### src/hw/rtl/kai_pkg.sv
package kai_pkg;

	// Request codes.
	localparam logic [2:0] REQ_CLEAR = 3'd0;
	localparam logic [2:0] REQ_ADD   = 3'd1;
	localparam logic [2:0] REQ_RESET = 3'd2;
	localparam logic [2:0] REQ_TICK  = 3'd3;
	localparam logic [2:0] REQ_SET   = 3'd4;

	// Pi and two pi in Q8.24.
	localparam logic [32:0] SK_PI      = 33'd52707179;
	localparam logic [32:0] TWO_PI_Q24 = 33'd105414357;

	// Divider request and result.
	typedef struct packed {
		logic        start;
		logic [32:0] dividend;
		logic [23:0] divisor;
	} div_req_t;

	typedef struct packed {
		logic        done;
		logic [32:0] quotient;
	} div_rsp_t;

	// Sign-extend a Q3.13 angle to Q8.24.
	function automatic logic signed [31:0] q13_to_q24(input logic [15:0] raw);
		q13_to_q24 = {{5{raw[15]}}, raw, 11'd0};
	endfunction

endpackage

### src/hw/rtl/keyframe_angle_interpolator_core.sv
// Keyframe angle interpolator; one request is in flight at a time.
// Clear, set angle, unused codes, ticks mid-segment or keyless, a full-table add and a reset with
// under two keys go straight to the output register; other resets and boundary ticks first read
// the segment's keyframes, a segment-starting tick also runs the bit-serial divider, and other adds
// search and shift the table. A result waiting in the output register holds the next request only
// at its final step. Reset clears all control state; table contents stay undefined until written.
module keyframe_angle_interpolator_core #(
	parameter int MAX_KEYS   = 16,
	parameter int FRAME_BITS = 16
) (
	input  logic        clk,
	input  logic        arst_n,
	input  logic        s_tvalid,
	output logic        s_tready,
	input  logic [31:0] s_tdata,  // key_frame[15:0], angle_value[31:16]
	input  logic [2:0]  s_tuser,  // req_type[2:0]
	output logic        m_tvalid,
	input  logic        m_tready,
	output logic [47:0] m_tdata,  // angle[31:0], frame_count[47:32]
	output logic [1:0]  m_tuser   // animating[0], status[1]
);

	localparam int IW = $clog2(MAX_KEYS + 1);
	localparam int AW = $clog2(MAX_KEYS);
	localparam logic [FRAME_BITS-1:0] FRAME_MAX = '1;

	typedef enum logic [9:0] {
		ST_IDLE  = 10'b0000000001,
		ST_SRCH  = 10'b0000000010,
		ST_SRCHW = 10'b0000000100,
		ST_SHR   = 10'b0000001000,
		ST_SHW   = 10'b0000010000,
		ST_RDS   = 10'b0000100000,
		ST_RDE   = 10'b0001000000,
		ST_CALC  = 10'b0010000000,
		ST_DIV   = 10'b0100000000,
		ST_OUT   = 10'b1000000000
	} state_t;

	state_t state_q;

	// Keyframe table: frame in the upper half, Q3.13 angle in the lower half.
	logic [31:0] mem [MAX_KEYS];
	logic [31:0] rd_q;
	logic        mem_we;
	logic [AW-1:0] mem_wa, mem_ra;
	logic [31:0] mem_wd;

	always_ff @(posedge clk) begin
		if (mem_we) mem[mem_wa] <= mem_wd;
		rd_q <= mem[mem_ra];
	end

	logic [IW-1:0] kcnt_q, kidx_q, sptr_q, eptr_q, pos_q, shi_q;
	logic [1:0]  pv_q;
	logic [FRAME_BITS-1:0] fc_q;
	logic signed [17:0] fl_q;
	logic signed [31:0] inc_q, acc_q;
	logic [2:0]  req_q;
	logic [15:0] kf_q, av_q;
	logic [31:0] sent_q;
	logic        neg_q, st_q;
	logic        rew_q;
	logic        full_q;
	logic        out_load;

	logic [2:0]  req_in;
	logic [15:0] kf_in, av_in;
	assign req_in = s_tuser;
	assign kf_in  = s_tdata[15:0];
	assign av_in  = s_tdata[31:16];

	kai_pkg::div_req_t dreq;
	kai_pkg::div_rsp_t drsp;
	kai_div u_div (.clk(clk), .arst_n(arst_n), .req(dreq), .rsp(drsp));

	assign s_tready = (state_q == ST_IDLE);
	assign out_load = (state_q == ST_OUT) && (!full_q || m_tready);

	// Shortest-arc difference between start and end angles.
	logic signed [32:0] sa, ea, diff;
	logic [32:0] mag, magw, mabs;
	logic        negw, negf;
	logic [FRAME_BITS-1:0] ef, sfw;
	logic [23:0] span;
	logic        seg_go;
	assign sa   = 33'(kai_pkg::q13_to_q24(sent_q[15:0]));
	assign ea   = 33'(kai_pkg::q13_to_q24(rd_q[15:0]));
	assign diff = ea - sa;
	assign mag  = diff[32] ? 33'(-diff) : diff;
	assign ef   = FRAME_BITS'(rd_q[31:16]);
	assign sfw  = FRAME_BITS'(sent_q[31:16]);
	always_comb begin
		if (mag > kai_pkg::SK_PI) begin
			magw = kai_pkg::TWO_PI_Q24 - mag;
			negw = !diff[32] && (diff != 0);
		end else begin
			magw = mag;
			negw = diff[32];
		end
		span = (ef < sfw) ? 24'd0 : 24'(ef - sfw);
	end

	// The wrapped magnitude can go negative; divide its size and fold the sign in.
	assign mabs   = magw[32] ? 33'(-magw) : magw;
	assign negf   = negw ^ magw[32];
	assign seg_go = (pv_q == 2'b11) && (fc_q >= sfw);

	// Table port address and write data, and the divider request.
	always_comb begin
		mem_we = 1'b0;
		mem_wa = AW'(pos_q);
		mem_wd = {kf_q, av_q};
		mem_ra = AW'(pos_q);
		dreq.start    = 1'b0;
		dreq.dividend = mabs;
		dreq.divisor  = span;
		case (state_q)
			ST_SHR: mem_ra = AW'(shi_q - IW'(1));
			ST_SHW: begin
				mem_we = 1'b1;
				mem_wa = AW'(shi_q);
				mem_wd = rd_q;
			end
			ST_RDS: mem_ra = AW'(sptr_q);
			ST_RDE: mem_ra = AW'(eptr_q);
			ST_CALC: dreq.start = (req_q == kai_pkg::REQ_TICK) && seg_go && (span != 0);
			default: ;
		endcase
		if (state_q == ST_SHR && shi_q == pos_q) mem_we = 1'b1;
	end

	// Frame counter step, saturating.
	function automatic logic [FRAME_BITS-1:0] fc_next(input logic [FRAME_BITS-1:0] f);
		fc_next = (f < FRAME_MAX) ? f + FRAME_BITS'(1) : f;
	endfunction

	logic signed [32:0] sum;
	assign sum = 33'(acc_q) + 33'(inc_q);

	// Request sequencer.
	always_ff @(posedge clk or negedge arst_n) begin
		if (!arst_n) begin
			state_q <= ST_IDLE;
			kcnt_q <= '0; kidx_q <= '0; sptr_q <= '0; eptr_q <= '0; pos_q <= '0;
			shi_q <= '0;
			pv_q <= '0; fc_q <= '0; fl_q <= '0; inc_q <= '0; acc_q <= '0;
			full_q <= 1'b0; st_q <= 1'b0; req_q <= '0; rew_q <= 1'b0;
		end else begin
			if (out_load) full_q <= 1'b1;
			else if (m_tready) full_q <= 1'b0;
			case (state_q)
				ST_IDLE: if (s_tvalid && s_tready) begin
					req_q <= req_in;
					kf_q <= kf_in;
					av_q <= av_in;
					st_q <= 1'b0;
					state_q <= ST_OUT;
					case (req_in)
						kai_pkg::REQ_CLEAR: begin
							kcnt_q <= '0; kidx_q <= '0; sptr_q <= '0; eptr_q <= '0;
							pv_q <= '0; fl_q <= '0; inc_q <= '0;
						end
						kai_pkg::REQ_ADD: begin
							if (32'(kcnt_q) >= MAX_KEYS) st_q <= 1'b1;
							else begin
								pos_q <= '0;
								state_q <= ST_SRCH;
							end
						end
						kai_pkg::REQ_RESET: begin
							inc_q <= '0; fc_q <= '0; fl_q <= '0; sptr_q <= '0;
							if (kcnt_q >= IW'(2)) begin
								eptr_q <= IW'(1); kidx_q <= IW'(1); pv_q <= 2'b11;
								state_q <= ST_RDS;
							end else begin
								eptr_q <= '0; kidx_q <= '0; pv_q <= '0;
							end
						end
						kai_pkg::REQ_TICK: begin
							if (kcnt_q != 0) begin
								if (fl_q > 0) begin
									if (sum > 33'sd2147483647) acc_q <= 32'h7fffffff;
									else if (sum < -33'sd2147483648) acc_q <= 32'h80000000;
									else acc_q <= sum[31:0];
									fl_q <= fl_q - 18'sd1;
								end
								if (fl_q == 1 || fl_q == 0) begin
									// No valid pointers: rewind to the first segment.
									if (pv_q == 2'b00) begin
										inc_q <= '0; fc_q <= '0; sptr_q <= '0;
										if (kcnt_q >= IW'(2)) begin
											eptr_q <= IW'(1); kidx_q <= IW'(1);
											pv_q <= 2'b11;
											rew_q <= 1'b1;
										end else begin
											eptr_q <= '0; kidx_q <= '0;
										end
									end
									state_q <= ST_RDS;
								end else fc_q <= fc_next(fc_q);
							end
						end
						kai_pkg::REQ_SET: acc_q <= kai_pkg::q13_to_q24(av_in);
						default: ;
					endcase
				end
				// Find the insertion point: first entry with a larger frame.
				ST_SRCH: begin
					if (pos_q == kcnt_q) begin
						shi_q <= kcnt_q;
						state_q <= ST_SHR;
					end else state_q <= ST_SRCHW;
				end
				ST_SRCHW: begin
					if (rd_q[31:16] > kf_q) begin
						shi_q <= kcnt_q;
						state_q <= ST_SHR;
					end else begin
						pos_q <= pos_q + IW'(1);
						state_q <= ST_SRCH;
					end
				end
				// Move entries up one place from the top down to the insertion point.
				ST_SHR: begin
					if (shi_q == pos_q) begin
						kcnt_q <= kcnt_q + IW'(1);
						state_q <= ST_OUT;
					end else state_q <= ST_SHW;
				end
				ST_SHW: begin
					shi_q <= shi_q - IW'(1);
					state_q <= ST_SHR;
				end
				ST_RDS: state_q <= ST_RDE;
				ST_RDE: begin
					sent_q <= rd_q;
					state_q <= ST_CALC;
				end
				// Segment boundary: compute the new increment.
				ST_CALC: begin
					neg_q <= negf;
					inc_q <= '0;
					if (req_q != kai_pkg::REQ_TICK) begin
						// Reset animation starts from the first keyframe's angle.
						acc_q <= sa[31:0];
						fl_q <= '0;
						state_q <= ST_OUT;
					end else begin
						if (rew_q) acc_q <= sa[31:0];
						if (seg_go) begin
							fl_q <= 18'(span);
							state_q <= (span != 0) ? ST_DIV : ST_OUT;
						end else begin
							fl_q <= (pv_q == 2'b11) ? 18'sd0 : -18'sd1;
							state_q <= ST_OUT;
						end
						fc_q <= fc_next(fc_q);
						// Advance the pointers unless the start keyframe is still ahead.
						if (!(pv_q[0] && fc_q < sfw)) begin
							sptr_q <= eptr_q;
							if (kidx_q + IW'(1) < kcnt_q) begin
								kidx_q <= kidx_q + IW'(1);
								eptr_q <= kidx_q + IW'(1);
								pv_q <= {1'b1, pv_q[1]};
							end else pv_q <= {1'b0, pv_q[1]};
						end
					end
				end
				ST_DIV: if (drsp.done) begin
					inc_q <= neg_q ? 32'(-drsp.quotient) : drsp.quotient[31:0];
					state_q <= ST_OUT;
				end
				ST_OUT: if (out_load) begin
					rew_q <= 1'b0;
					state_q <= ST_IDLE;
				end
				default: state_q <= ST_IDLE;
			endcase
		end
	end

	logic [31:0] oa_q;
	logic [15:0] of_q;
	logic        oan_q, ost_q;
	always_ff @(posedge clk) begin
		if (out_load) begin
			oa_q <= acc_q;
			of_q <= 16'(fc_q);
			oan_q <= fl_q > 0;
			ost_q <= st_q;
		end
	end

	assign m_tvalid = full_q;
	assign m_tdata  = {of_q, oa_q};
	assign m_tuser  = {ost_q, oan_q};

	a_no_accept_busy: assert property (@(posedge clk) disable iff (!arst_n)
		s_tvalid && s_tready |=> state_q != ST_IDLE) else $error("accept not started");
	a_count_bound: assert property (@(posedge clk) disable iff (!arst_n)
		32'(kcnt_q) <= MAX_KEYS) else $error("key count overflow");
	a_out_hold: assert property (@(posedge clk) disable iff (!arst_n)
		m_tvalid && !m_tready |=> m_tvalid && $stable(m_tdata)) else $error("result lost");

endmodule

### src/hw/rtl/kai_div.sv
// Restoring divider, one quotient bit per cycle.
module kai_div (
	input  logic              clk,
	input  logic              arst_n,
	input  kai_pkg::div_req_t req,
	output kai_pkg::div_rsp_t rsp
);

	logic [32:0] quo_q;
	logic [23:0] rem_q;
	logic [23:0] dvs_q;
	logic [5:0]  cnt_q;
	logic        busy_q;
	logic        done_q;
	logic [24:0] trial;

	assign trial = {rem_q, quo_q[32]} - {1'b0, dvs_q};

	// Shift in one dividend bit per cycle and try the subtraction.
	always_ff @(posedge clk or negedge arst_n) begin
		if (!arst_n) begin
			busy_q <= 1'b0;
			done_q <= 1'b0;
			cnt_q  <= '0;
		end else begin
			done_q <= 1'b0;
			if (req.start) begin
				busy_q <= 1'b1;
				cnt_q  <= 6'd33;
			end else if (busy_q) begin
				cnt_q <= cnt_q - 6'd1;
				if (cnt_q == 6'd1) begin
					busy_q <= 1'b0;
					done_q <= 1'b1;
				end
			end
		end
	end

	always_ff @(posedge clk) begin
		if (req.start) begin
			quo_q <= req.dividend;
			rem_q <= '0;
			dvs_q <= req.divisor;
		end else if (busy_q) begin
			if (!trial[24]) begin
				rem_q <= trial[23:0];
				quo_q <= {quo_q[31:0], 1'b1};
			end else begin
				rem_q <= {rem_q[22:0], quo_q[32]};
				quo_q <= {quo_q[31:0], 1'b0};
			end
		end
	end

	assign rsp.done     = done_q;
	assign rsp.quotient = quo_q;

endmodule

### config.mk
export PLATFORM = sky130hd
export DESIGN_NAME = keyframe_angle_interpolator_core
export DESIGN_NICKNAME = d
export VERILOG_FILES = /design/src/hw/rtl/kai_pkg.sv /design/src/hw/rtl/keyframe_angle_interpolator_core.sv /design/src/hw/rtl/kai_div.sv
export SDC_FILE = /design/constraint.sdc
export NUM_CORES = 2
export LEC_CHECK = 0
export BUFFER_PORTS_ARGS = -buffer_cell sky130_fd_sc_hd__buf_4
export CORE_ASPECT_RATIO = 0.6
export CORE_MARGIN = 3
export CORE_UTILIZATION = 63
export CTS_CLUSTER_DIAMETER = 100
export CTS_CLUSTER_SIZE = 25
export DETAILED_ROUTE_END_ITERATION = 16
export GPL_TIMING_DRIVEN = 0
export PLACE_DENSITY = 0.85
export SYNTH_ARGS = -nofsm -noshare
export SYNTH_HDL_FRONTEND = slang
export SYNTH_SLANG_ARGS = --single-unit
### constraint.sdc
create_clock -name clk -period 5.8 [get_ports clk]
set_input_delay 0.29 -clock clk [delete_from_list [all_inputs] [get_ports clk]]
set_output_delay 0.29 -clock clk [all_outputs]
set_load 0.01 [all_outputs]
==> reports/qor.txt <==
Status: finished clean
Number of global-route vias before repair: 31548
Worst-path fanout max: 10
Sum Neg Setup Slack: 0 ps
CTS Sinks: 881
# setup viols final: 0
Filler cells: 4571
Main synth FF type: edfxtp_1
Total GRT Usage: 0.340
Clk buf depth: 3
Worst slew pin tran: 1340 ps
P&R area growth vs syn: 9.31%
Setup Slack @ Placement: -102 ps
Post-synthesis sequential area ratio: 0.587
Crit-path cells: ha_1, fa_1, a21o_1, a21oi_1, o21ai_0, a211oi_1, nor3_1, a31oi_1, o21bai_1, o311ai_0, clkbuf_1, nand2_1, o21ai_0, o31ai_1
Relative slew slack: 0.0987
CP delay by family, top: compound AO/OA/AOI/OAI gates
Remaining DRCs: 0
Clk root buf: clkbuf_16
Mapped cell area: 42900 µm²
Leakage power: 17.6 nW
Dpl cells: 4977
Yosys reg bits: 881
Vias/cell: 6.73
Final instance area: 46900 µm²
Initial DRC count: 6247
Critical Path AT: 6090 ps
Postcts setup bufs: 0
Routed Antenna Nets: 0
Antenna diode count: 0
FP Rows: 73
Slowest-stage cell, CP: o21ai_0
Crit share post-route: 0.964
Syn avg cell area: 10.8 µm²
CTS tree: yes
YS warnings: 0
Hold slack: 64.9 ps
Antenna violations before repair: 1
Critical path required time: 6300 ps
Tot Pwr: 21.7 mW
Number of flops mapped to enable cells by yosys: 677
CP Buf/Inv Count: 1
CTS Buf Count: 41
Global-route wire length before repair: 186 mm
Setup crit start kind: flop
Post-detail-place hpwl: 91.2 mm
Total Nets Final: 4336
Post-Synthesis Net Count: 4142
Crit path kind: flop to flop
Crit path time final: 5590 ps
Final hold violation count: 0
Ys async rst share: 0.168
Layout cells sized above 1: 0.0619
Clock latency on the worst-skew pair: 650 ps
Post-DR wirelength/cell: 24.4 µm
Initial core utilization: 0.642
Die H: 208 µm
Max cap viols: 0
Critical path capture point type: flop
Drt total wl: 124 mm
Final non-filler cell total: 5085
Peak Freq: 179 MHz
Routability cong.: 0.982
Post-synth cell types: 95
Hold Crit Class: input port to flop
Utilization after layout: 0.702
Mapped Cells: 3960
Clock-pin slew on the worst setup and hold paths: 110 ps
Grt ovf: 0
Vias: 34229
H-tree levels: 2
Peak supply drop: 0.405 mV
Port bufs: 90
Peak per-stage delay on the critical path: 710 ps
Drt pass-1 iters: 8
DIE AREA: 71300 µm²
Die W: 343 µm
Pwr dens: 463 nW/µm²
Largest net degree at the start of global routing: 100
Fin. max-slew vios: 0
I/O pins: 91
Final worst setup slack: 209 ps
Most frequent cell on the critical path: o21ai_0
Setup Skew: 37.4 ps
Core ar.: 66800 µm²
RSZ-0062 raised after global routing: false
Cell Area, Placed: 45300 µm²
==> worst register-to-register path: stages, from the launching register on <==
cell and delay (ps):
dfrtp_1 420, ha_1 240, fa_1 410, a21o_1 200, a21oi_1 260, o21ai_0 220
a211oi_1 260, nor3_1 190, a31oi_1 450, o21bai_1 200, o311ai_0 650, clkbuf_1 530
nand2_1 540, o21ai_0 710, o31ai_1 190
==> metal layers <==
layer / global-route usage / wire, µm / vias to the layer above
met1: 0.525 / 50300 / 16314
li1: - / - / 14911
met3: 0.119 / 21500 / 348
met5: 0 / 11 / -
met2: 0.453 / 48400 / 2654
met4: 0.0945 / 3980 / 2
==> cell usage in the layout (no fill, tap or decap), drive strengths merged, types with 10 or more instances in the layout <==
cell         instances
mux2                11
o21bai              18
xnor2               84
dfrtp              147
or2                 11
mux2i               32
nand3              182
edfxtp             677
nor3b               10
o21a                31
o21ai              204
nand2              798
a311oi             100
ha                 139
inv                122
a21oi              178
nor4                23
a21o                45
and2                32
nor2b               22
o211ai              18
clkbuf             245
xor2                74
nand2b              39
a2111oi             10
o41ai               11
nor2               187
buf                152
nand4               27
o221ai              10
nor3                63
or3                 23
dlygate4sd3         34
a31oi               61
a211oi              38
o31ai               50
and3                91
dfxtp               56
==> power breakdown <==
group / internal (mW) / switching, mW / total [mW]
logic: 3.37 / 7.05 / 10.4
registers: 7.41 / 0.502 / 7.91
clock network: 1.37 / 2.01 / 3.38
==> final timing paths <==
kind                            slack [ps]        end  cells after the start  startpoint
worst max register to register         210  acc_q[24]                     14    inc_q[0]
min in group asynchronous              170   fc_q[15]                      2      arst_n
max in group asynchronous             4670  inc_q[26]                      3      arst_n
worst min register to register         470  sent_q[0]                      0     rd_q[0]
worst max-delay path                   210  acc_q[24]                     14    inc_q[0]
worst min-delay path                    60  kcnt_q[2]                      3  s_tuser[1]
==> final cells by class <==
cell class / instances / area, µm² / area share
sequential: 881 / 25200 / 0.537
buffer: 209 / 838 / 0.0179
clock buffer: 71 / 1140 / 0.0243
clock inverter: 3 / 37.5 / 0.000801
inverter: 119 / 447 / 0.00953
timing repair buffer: 151 / 1500 / 0.0320
multi-input combinational: 2751 / 16600 / 0.355
tap: 900 / 1130 / 0.0240
==> what timing repair did <==
item	CTS	global route
gates resized for setup	2	12
hold buffers	34	0
pin swaps	0	0
endpoints found under the setup margin	3	30
endpoints found under the hold margin	91	0
==> synth_stat cells, types with 39 or more instances <==
master / count / area share
xor2_1: 74 / 0.015
xnor2_1: 84 / 0.017
dfrtp_1: 147 / 0.086
nor2_1: 186 / 0.016
a21o_1: 45 / 0.0079
o31ai_1: 50 / 0.0088
a311oi_1: 100 / 0.020
clkbuf_1: 174 / 0.015
ha_1: 139 / 0.041
o21ai_0: 179 / 0.021
dfxtp_1: 56 / 0.026
nor3_1: 61 / 0.0071
a31oi_1: 60 / 0.0088
nand2_1: 798 / 0.070
nand3_1: 182 / 0.021
edfxtp_1: 677 / 0.47
and3_1: 91 / 0.013
a21oi_1: 177 / 0.021
inv_1: 118 / 0.010
nand2b_1: 39 / 0.0057
==> flip-flops by register name, summed over array words and instances (netlist names), 17 cells and up <==
name,count
acc_q,32
fl_q,18
inc_q,32
mem,512
oa_q,32
rd_q,32
sent_q,32
u_div.dvs_q,17
u_div.quo_q,33
u_div.rem_q,24
==> cells by family (layout without fill, tap and decap cells) <==
kind of cell | Yosys count | after routing | synth area share
adder cells (fa/ha/maj) | 149 | 149 | 0.0438
XOR/XNOR | 159 | 159 | 0.0328
buffers and inverters | 328 | 553 | 0.0298
AO/OA/AOI/OAI | 858 | 858 | 0.134
AND/OR/NAND/NOR | 1542 | 1542 | 0.163
flip-flops | 881 | 881 | 0.587
multiplexers | 43 | 43 | 0.0104
Note: power is estimated with default switching activity, not from simulation.
